`src/hdl/turn_hazard_brake_lamp_controller_unit_assert.svh`:
```
// assertion macros used by the lamp controller sequencer
`ifndef TURN_HAZARD_BRAKE_LAMP_CONTROLLER_UNIT_ASSERT_SVH
`define TURN_HAZARD_BRAKE_LAMP_CONTROLLER_UNIT_ASSERT_SVH

`ifndef NO_ASSERTIONS

// checked property, masked while reset is asserted
`define THBLC_ASSERT(lbl, prop, msg) \
  lbl: assert property (@(posedge clk_i) disable iff (!rst_ni) prop) else $error(msg);

// checked property, also checked during reset
`define THBLC_ASSERT_ALWAYS(lbl, prop, msg) \
  lbl: assert property (@(posedge clk_i) prop) else $error(msg);

`else

`define THBLC_ASSERT(lbl, prop, msg)
`define THBLC_ASSERT_ALWAYS(lbl, prop, msg)

`endif

`endif

```
`src/hdl/thblc_pkg.sv`:
```
`default_nettype none

package thblc_pkg;

  // default depth of the brake sample window
  localparam int DEF_WINDOW = 8;

  // brake threshold after reset
  localparam logic [7:0] BRAKE_THRESHOLD_RST = 8'd45;

  // one input item: switch states and one brake sample
  typedef struct packed {
    logic       hazard_req;
    logic       right_req;
    logic       left_req;
    logic       regen_active;
    logic [7:0] brake_sample;
  } in_item_t;

  // one result item
  typedef struct packed {
    logic       left_lamp;
    logic       right_lamp;
    logic       tail_lamp;
    logic [7:0] brake_average;
  } out_item_t;

  // commands from the controller to the datapath
  typedef struct packed {
    logic accept_ready;
    logic update;
    logic average;
    logic present;
  } ctrl_cmd_t;

  // status from the datapath to the controller
  typedef struct packed {
    logic in_valid;
    logic out_free;
  } ctrl_sts_t;

endpackage

`default_nettype wire

```
`src/hdl/thblc_in_if.sv`:
```
`default_nettype none

interface thblc_in_if;
  import thblc_pkg::*;

  logic     valid;
  logic     ready;
  in_item_t data;

  modport source (output valid, output data, input ready);
  modport sink   (input valid, input data, output ready);
endinterface

`default_nettype wire

```
`src/hdl/thblc_out_if.sv`:
```
`default_nettype none

interface thblc_out_if;
  import thblc_pkg::*;

  logic      valid;
  logic      ready;
  out_item_t data;

  modport source (output valid, output data, input ready);
  modport sink   (input valid, input data, output ready);
endinterface

`default_nettype wire

```
`src/hdl/thblc_cfg_if.sv`:
```
`default_nettype none

interface thblc_cfg_if;
  logic       valid;
  logic       ready;
  logic [7:0] data;

  modport source (output valid, output data, input ready);
  modport sink   (input valid, input data, output ready);
endinterface

`default_nettype wire

```
`src/hdl/thblc_ctrl.sv`:
```
`default_nettype none
`include "turn_hazard_brake_lamp_controller_unit_assert.svh"

module thblc_ctrl (
  input  logic                  clk_i,
  input  logic                  rst_ni,
  input  thblc_pkg::ctrl_sts_t  sts_i,
  output thblc_pkg::ctrl_cmd_t  cmd_o
);
  import thblc_pkg::*;

  typedef enum logic [1:0] {
    S_IDLE,
    S_UPDATE,
    S_AVG,
    S_OUT
  } state_e;

  state_e     state_q;
  ctrl_cmd_t  cmd_q;

  // sequencer: take an item, update ring and sum, average, hand over result
  always_ff @(posedge clk_i or negedge rst_ni) begin
    if (!rst_ni) begin
      state_q            <= S_IDLE;
      cmd_q.accept_ready <= 1'b1;
      cmd_q.update       <= 1'b0;
      cmd_q.average      <= 1'b0;
      cmd_q.present      <= 1'b0;
    end else begin
      case (state_q)
        S_IDLE: begin
          if (sts_i.in_valid && cmd_q.accept_ready) begin
            state_q            <= S_UPDATE;
            cmd_q.accept_ready <= 1'b0;
            cmd_q.update       <= 1'b1;
          end
        end
        S_UPDATE: begin
          state_q       <= S_AVG;
          cmd_q.update  <= 1'b0;
          cmd_q.average <= 1'b1;
        end
        S_AVG: begin
          state_q       <= S_OUT;
          cmd_q.average <= 1'b0;
          cmd_q.present <= 1'b1;
        end
        S_OUT: begin
          if (sts_i.out_free) begin
            state_q            <= S_IDLE;
            cmd_q.present      <= 1'b0;
            cmd_q.accept_ready <= 1'b1;
          end
        end
        default: begin
          state_q            <= S_IDLE;
          cmd_q.accept_ready <= 1'b1;
          cmd_q.update       <= 1'b0;
          cmd_q.average      <= 1'b0;
          cmd_q.present      <= 1'b0;
        end
      endcase
    end
  end

  assign cmd_o = cmd_q;

  // checks
  `THBLC_ASSERT(a_one_item, (sts_i.in_valid && cmd_q.accept_ready) |=> !cmd_q.accept_ready, "second item taken while one is in flight")
  `THBLC_ASSERT(a_update_then_avg, cmd_q.update |=> cmd_q.average, "average step did not follow update")
  `THBLC_ASSERT(a_cmd_onehot, $onehot({cmd_q.accept_ready, cmd_q.update, cmd_q.average, cmd_q.present}), "controller commands overlap")

endmodule

`default_nettype wire

```
`src/hdl/thblc_datapath.sv`:
```
`default_nettype none

module thblc_datapath #(
  parameter int WINDOW = thblc_pkg::DEF_WINDOW
) (
  input  logic                  clk_i,
  input  logic                  rst_ni,
  input  thblc_pkg::ctrl_cmd_t  cmd_i,
  output thblc_pkg::ctrl_sts_t  sts_o,
  input  logic                  cfg_valid_i,
  input  logic [7:0]            cfg_data_i,
  input  logic                  in_valid_i,
  input  thblc_pkg::in_item_t   in_data_i,
  output logic                  out_valid_o,
  input  logic                  out_ready_i,
  output thblc_pkg::out_item_t  out_data_o
);
  import thblc_pkg::*;

  localparam int PTR_W  = (WINDOW > 1) ? $clog2(WINDOW) : 1;
  localparam int SUM_W  = $clog2(255 * WINDOW + 1);
  localparam int CLOG_W = $clog2(WINDOW);
  // reciprocal of the window depth, exact for every sum below 2**SUM_W
  localparam int SHIFT  = SUM_W + CLOG_W;
  localparam int REC_W  = SUM_W + 1;
  localparam int PROD_W = SUM_W + REC_W;
  localparam logic [REC_W-1:0] RECIP = REC_W'(((1 << SHIFT) + WINDOW - 1) / WINDOW);

  logic [7:0]        ring_mem [WINDOW];
  logic [WINDOW-1:0] vld_q;
  logic [PTR_W-1:0]  ptr_q;
  logic [SUM_W-1:0]  sum_q;
  logic [SUM_W-1:0]  sum_d;
  logic [7:0]        old_q;
  logic              old_vld_q;
  logic [7:0]        old_val;
  in_item_t          item_q;
  logic              left_q, right_q;
  logic              left_d, right_d;
  logic [7:0]        thr_q;
  logic [PROD_W-1:0] prod;
  logic [7:0]        avg_q;
  logic              force_on;
  logic              capture;
  logic              out_free;
  logic              out_valid_q;
  out_item_t         out_q;

  assign capture  = in_valid_i && cmd_i.accept_ready;
  assign out_free = !out_valid_q || out_ready_i;

  // threshold register
  always_ff @(posedge clk_i or negedge rst_ni) begin
    if (!rst_ni) begin
      thr_q <= BRAKE_THRESHOLD_RST;
    end else if (cfg_valid_i) begin
      thr_q <= cfg_data_i;
    end
  end

  // item capture and read of the oldest sample
  always_ff @(posedge clk_i) begin
    if (capture) begin
      item_q <= in_data_i;
      old_q  <= ring_mem[ptr_q];
    end
  end

  // sample ring write
  always_ff @(posedge clk_i) begin
    if (cmd_i.update) begin
      ring_mem[ptr_q] <= item_q.brake_sample;
    end
  end

  // never-written entries count as zero
  always_ff @(posedge clk_i or negedge rst_ni) begin
    if (!rst_ni) begin
      old_vld_q <= 1'b0;
    end else if (capture) begin
      old_vld_q <= vld_q[ptr_q];
    end
  end

  assign old_val = old_vld_q ? old_q : 8'd0;
  assign sum_d   = sum_q - SUM_W'(old_val) + SUM_W'(item_q.brake_sample);

  // indicator toggles for this tick
  always_comb begin
    if (item_q.hazard_req) begin
      left_d  = !left_q;
      right_d = !left_q;
    end else begin
      right_d = item_q.right_req ? !right_q : 1'b0;
      if (!item_q.right_req && item_q.left_req) begin
        left_d = !left_q;
      end else begin
        left_d = item_q.left_req ? left_q : 1'b0;
      end
    end
  end

  // mean by reciprocal multiply
  assign prod     = PROD_W'(sum_q) * PROD_W'(RECIP);
  assign force_on = (avg_q > thr_q) || item_q.regen_active;

  // ring pointer, running sum, lamp state and output valid
  always_ff @(posedge clk_i or negedge rst_ni) begin
    if (!rst_ni) begin
      vld_q       <= '0;
      ptr_q       <= '0;
      sum_q       <= '0;
      left_q      <= 1'b0;
      right_q     <= 1'b0;
      out_valid_q <= 1'b0;
    end else begin
      if (cmd_i.update) begin
        vld_q[ptr_q] <= 1'b1;
        sum_q        <= sum_d;
        left_q       <= left_d;
        right_q      <= right_d;
        if (ptr_q == PTR_W'(WINDOW - 1)) begin
          ptr_q <= '0;
        end else begin
          ptr_q <= ptr_q + PTR_W'(1);
        end
      end
      if (cmd_i.present && out_free) begin
        out_valid_q <= 1'b1;
        if (force_on) begin
          left_q  <= 1'b1;
          right_q <= 1'b1;
        end
      end else if (out_ready_i) begin
        out_valid_q <= 1'b0;
      end
    end
  end

  // average register
  always_ff @(posedge clk_i) begin
    if (cmd_i.average) begin
      avg_q <= prod[SHIFT +: 8];
    end
  end

  // result register
  always_ff @(posedge clk_i) begin
    if (cmd_i.present && out_free) begin
      out_q.left_lamp     <= left_q || force_on;
      out_q.right_lamp    <= right_q || force_on;
      out_q.tail_lamp     <= force_on;
      out_q.brake_average <= avg_q;
    end
  end

  assign sts_o.in_valid = in_valid_i;
  assign sts_o.out_free = out_free;
  assign out_valid_o    = out_valid_q;
  assign out_data_o     = out_q;

endmodule

`default_nettype wire

```
`src/hdl/turn_hazard_brake_lamp_controller_unit.sv`:
```
// turn, hazard and brake lamp controller
//
// in_i carries one blink tick per item: hazard, right, left and regen switch
// states plus one raw brake pressure sample. out_o returns exactly one item
// per tick: both indicator drives, the tail lamp and the mean of the last
// WINDOW brake samples. cfg_i writes the brake threshold and is always ready;
// write it only while no tick is in flight.
//
// an item passes these steps from acceptance to its result being valid on out_o:
// the oldest sample is read at acceptance, then ring write with running sum
// update, reciprocal multiply for the mean, result load. a new tick is taken
// only after the result is loaded, so one item is in flight at a time, set by
// the four steps of the sequencer; the load waits for a free output register.
//
// reset puts lamps off, threshold at 45, the sum and pointer at zero and
// marks every ring entry empty (an empty entry reads as zero), at once.
// if the receiver stalls, the result holds in the output register; one more
// tick is still taken and its result waits until the register frees.
`default_nettype none

module turn_hazard_brake_lamp_controller_unit #(
  parameter int WINDOW = thblc_pkg::DEF_WINDOW
) (
  input  logic         clk_i,
  input  logic         rst_ni,
  thblc_cfg_if.sink    cfg_i,
  thblc_in_if.sink     in_i,
  thblc_out_if.source  out_o
);
  import thblc_pkg::*;

  ctrl_cmd_t cmd;
  ctrl_sts_t sts;

  assign cfg_i.ready = 1'b1;
  assign in_i.ready  = cmd.accept_ready;

  // sequencer
  thblc_ctrl u_ctrl (
    .clk_i  (clk_i),
    .rst_ni (rst_ni),
    .sts_i  (sts),
    .cmd_o  (cmd)
  );

  // ring, sum, lamp state and result register
  thblc_datapath #(
    .WINDOW (WINDOW)
  ) u_datapath (
    .clk_i       (clk_i),
    .rst_ni      (rst_ni),
    .cmd_i       (cmd),
    .sts_o       (sts),
    .cfg_valid_i (cfg_i.valid),
    .cfg_data_i  (cfg_i.data),
    .in_valid_i  (in_i.valid),
    .in_data_i   (in_i.data),
    .out_valid_o (out_o.valid),
    .out_ready_i (out_o.ready),
    .out_data_o  (out_o.data)
  );

endmodule

`default_nettype wire

```
`src/flat_wrapper.sv`:
```
// flat-port wrapper written by rule: the top's interface ports become plain ports
module turn_hazard_brake_lamp_controller_unit_flat import thblc_pkg::*;
#(
  parameter int WINDOW = thblc_pkg::DEF_WINDOW
)
  (clk_i, rst_ni, cfg_i_valid, cfg_i_data, cfg_i_ready, in_i_valid, in_i_data, in_i_ready, out_o_valid, out_o_data, out_o_ready);
  thblc_cfg_if cfg_i_i ();
  thblc_in_if in_i_i ();
  thblc_out_if out_o_i ();
  input  logic clk_i;
  input  logic rst_ni;
  input wire logic [$bits(cfg_i_i.valid)-1:0] cfg_i_valid;
  input wire logic [$bits(cfg_i_i.data)-1:0] cfg_i_data;
  output wire logic [$bits(cfg_i_i.ready)-1:0] cfg_i_ready;
  input wire logic [$bits(in_i_i.valid)-1:0] in_i_valid;
  input wire logic [$bits(in_i_i.data)-1:0] in_i_data;
  output wire logic [$bits(in_i_i.ready)-1:0] in_i_ready;
  output wire logic [$bits(out_o_i.valid)-1:0] out_o_valid;
  output wire logic [$bits(out_o_i.data)-1:0] out_o_data;
  input wire logic [$bits(out_o_i.ready)-1:0] out_o_ready;
  assign cfg_i_i.valid = cfg_i_valid;
  assign cfg_i_i.data = cfg_i_data;
  assign cfg_i_ready = cfg_i_i.ready;
  assign in_i_i.valid = in_i_valid;
  assign in_i_i.data = in_i_data;
  assign in_i_ready = in_i_i.ready;
  assign out_o_valid = out_o_i.valid;
  assign out_o_data = out_o_i.data;
  assign out_o_i.ready = out_o_ready;
  turn_hazard_brake_lamp_controller_unit #(.WINDOW(WINDOW)) u_core (.clk_i(clk_i), .rst_ni(rst_ni), .cfg_i(cfg_i_i), .in_i(in_i_i), .out_o(out_o_i));
endmodule
```
`config.mk`:
```
export PLATFORM = sky130hd
export DESIGN_NAME = turn_hazard_brake_lamp_controller_unit_flat
export DESIGN_NICKNAME = d
export VERILOG_FILES = /design/src/hdl/thblc_pkg.sv /design/src/hdl/thblc_in_if.sv /design/src/hdl/thblc_out_if.sv /design/src/hdl/thblc_cfg_if.sv /design/src/hdl/thblc_ctrl.sv /design/src/hdl/thblc_datapath.sv /design/src/hdl/turn_hazard_brake_lamp_controller_unit.sv /design/src/flat_wrapper.sv
export VERILOG_INCLUDE_DIRS = /design/src /design/src/hdl
export SDC_FILE = /design/constraint.sdc
export NUM_CORES = 1
export LEC_CHECK = 0
export BUFFER_PORTS_ARGS = -buffer_cell sky130_fd_sc_hd__buf_2
export CAP_MARGIN = 40
export CORE_MARGIN = 8
export CORE_UTILIZATION = 44
export DETAILED_ROUTE_END_ITERATION = 8
export SLEW_MARGIN = 20
export SYNTH_ARGS = -nofsm -noshare
export SYNTH_HDL_FRONTEND = slang
export SYNTH_SLANG_ARGS = --single-unit
```
`constraint.sdc`:
```
create_clock -name clk_i -period 6.1 [get_ports clk_i]
set_clock_uncertainty 0.15 [all_clocks]
set_input_delay 1.22 -clock clk_i [delete_from_list [all_inputs] [get_ports clk_i]]
set_output_delay 1.22 -clock clk_i [all_outputs]
set_load 0.02 [all_outputs]
```
==> impl_metrics.yaml <==
outcome:
  status: "complete, no violations"
synthesis:
  syn-cell-area_um2: 6360
  synth_edf_count: 103
  synthFlopType: "edfxtp_1"
  synthMuxAreaShare_pct: 6.06
  synth_top_area_cell: "edfxtp_1"
  synth_xor_area_share_pct: 0.963
  synth_top_family_by_area: "compound AO/OA/AOI/OAI gates"
  syn_nets: 526
  synthArstFlopShare_pct: 28.0
  yosys.area.top_type_share_pct: 48.6
  synth_cell_types: 54
  synth_area_leaders: "edfxtp_1 49%, dfrtp_1 14%, ha_1 5.1%, inv_1 3.1%, fa_1 2.5%"
  yosys.area_share.simple_pct: 7.02
  syn-instance-count: 467
  post_synth_fa_ha_maj_area_fraction_pct: 7.63
  ys_warn_count: 0
  synth_compound_area_share_pct: 9.46
  syn_area_per_cell_um2: 13.6
  synth_seq_area_share_pct: 64.4
  synth_seq_cells: 143
timing:
  setup_tns_ns: 0
  maxSlewViolCount: 0
  fmax_mhz: 340
  rsz0062_at_grt: "no"
  worstMarginPinSlew_ns: 0.780
  relSlewSlack_pct: 48.0
  hold_violations: 0
  finalCritPeriodShare_pct: 48.2
  fin_crit_ns: 2.94
  setup_viol: 0
layout:
  utilization_pct: 51.8
  stdcell_area_um2: 7410
  final_common_cell: "edfxtp_1"
  mostFrequentLayoutCells: "103 x edfxtp_1, 53 x inv_1, 37 x buf_2"
  area_growth_pct: 16.5
  insertedDiodeCount: 0
  nets: 576
  drive_above_1_share_pct: 20.4
  instances_no_fill: 714
job:
  cap_violations: 0
global_route:
  grt_util_all_layers_pct: 14.3
  grt_max_degree: 31
  grt-ovfl-total: 0
  antenna_found_initial: 0
  grt_pass1_wl_mm: 20.0
  first_global_vias: 3859
routing:
  via_per_inst: 5.19
  wl_mm: 12.2
  vias: 3704
  avgRoutedWirePerCell_um: 17.0
  ant_nets: 0
  drc: 0
  drtIter0Drc: 224
  first_pass_iters: 4
power_and_ir_drop:
  ir_drop_mv: 0.201
  cellPowerDensity_nw_per_um2: 287
  leakage_nw: 2.93
place:
  io_buffers: 37
  dp_hpwl_mm: 8.32
  place_congestion: 0.763
  place_inst: 680
  dpl_cell_area_um2: 6800
die:
  die-area_um2: 18600
  floorplan.initialDensity_pct: 44.5
  core_area_um2: 14300
  die_width_um: 136
  io_pins: 39
  num_rows: 44
  die_h_um: 136
clocking:
  cts_tree: "built"
  path_clk_slew_ns: 0.06
  clk_latency_ns: 0.43
  cts_buffer_depth: 2
  htree_levels: 4
  cts_made_buffers: 17
  ctsResizeCount: 0
  cts.sinks: 143
  post_cts_buffers: 0
  clockRootBuffer: "clkbuf_16"
  holdBufCountCts: 0
setup_path:
  crit_arrival_ns: 3.09
  cp-start-kind: "register"
  endpoint_kind: "register"
  cp_max_fo: 9
  worstSetupPathType: "reg2reg"
  cp.required_ns: 6.25
min_path:
  hold_class: "reg2reg"
[registers in the layout, summed over array words and instances, names as in the netlist, 2 cells and up]
register	flops
u_core.u_datapath.ring_mem	64
u_core.u_datapath.item_q	12
u_core.u_datapath.out_data_o	11
u_core.u_datapath.sum_q	11
u_core.u_datapath.avg_q	8
u_core.u_datapath.old_q	8
u_core.u_datapath.thr_q	8
u_core.u_datapath.vld_q	8
u_core.u_ctrl.cmd_o	4
u_core.u_datapath.ptr_q	3
u_core.u_ctrl.state_q	2
[path summary, 6_finish.rpt]
kind / from / slack, ns / cells after the start / to
max: u_core.u_datapath.item_q[1] / 3.16 / 9 / u_core.u_datapath.sum_q[8]
min: u_core.u_datapath.sum_q[4] / 0.30 / 0 / u_core.u_datapath.avg_q[1]
max reg2reg: u_core.u_datapath.item_q[1] / 3.16 / 9 / u_core.u_datapath.sum_q[8]
min reg2reg: u_core.u_datapath.sum_q[4] / 0.30 / 0 / u_core.u_datapath.avg_q[1]
max in group asynchronous: rst_ni / 4.62 / 2 / u_core.u_ctrl.cmd_o[3]
min in group asynchronous: rst_ni / 0.62 / 1 / u_core.u_datapath.out_valid_o
[cell usage after synthesis (all sizes together), types with 2 or more instances]
cell type / number
o22ai: 4
edfxtp: 103
nand2b: 4
inv: 55
and3: 5
nor2b: 3
a21o: 6
o221ai: 3
or2: 8
xnor2: 3
o21ai: 30
a211oi: 2
a21oi: 12
a221o: 5
nor4: 2
and2: 10
clkbuf: 3
a22oi: 5
mux2: 12
dfstp: 5
a221oi: 5
buf: 11
nand2: 31
xor2: 4
dfrtp: 35
fa: 8
ha: 26
nand3: 5
mux2i: 16
nor3: 3
a31oi: 7
nor2: 19
mux4: 4
a22o: 3
[cell type report]
cell class / instances / area, um2
Fill cell: 1252 / 6900
Sequential cell: 143 / 4100
Multi-Input combinational cell: 254 / 2000
Inverter: 56 / 210
Clock inverter: 12 / 160
Clock buffer: 20 / 437
Timing Repair Buffer: 45 / 273
Tap cell: 184 / 230
[metal layers]
layer | vias to the layer above | GRT usage [%] | share of wire, %
li1 | 1784 | - | -
met1 | 1809 | 16.7 | 43
met2 | 100 | 23.9 | 49
met3 | 11 | 4.47 | 6.4
met4 | 0 | 5.98 | 1.2
met5 | - | 0 | 0
[per-stage QoR]
step	power (mW)	setup WS, ns	hold WS [ns]
after floorplan	1.09	3.48	0.275
after global placement	1.11	3.21	0.283
after detailed placement	1.11	3.17	0.290
after CTS	2.15	3.15	0.300
after global routing	2.19	2.94	0.315
final	2.13	3.16	0.303
[critical path, stage by stage (launching register included)]
cell	delay, ns
edfxtp_1	0.51
inv_1	0.11
fa_1	0.54
inv_1	0.06
fa_1	0.49
a211oi_2	0.34
o21ai_1	0.16
a31oi_1	0.21
xor2_1	0.16
mux2i_1	0.08
[kinds of logic (layout without fill, tap and decap cells)]
family | after synthesis | count (layout)
AOI/OAI and AO/OA | 88 | 88
xor gates and xnor gates | 7 | 7
adders and majority gates | 34 | 34
buffers and inverters | 70 | 133
DFF | 143 | 143
muxes | 32 | 32
other | 1 | 1
and+or+nand+nor | 92 | 92
[where the power goes]
part	switching (mW)	leakage [nW]	internal, mW
registers	0.00220	1.43	1.04
clock network	0.392	0.291	0.645
logic	0.0266	1.22	0.0177
Power figures use the tool's default switching activity.
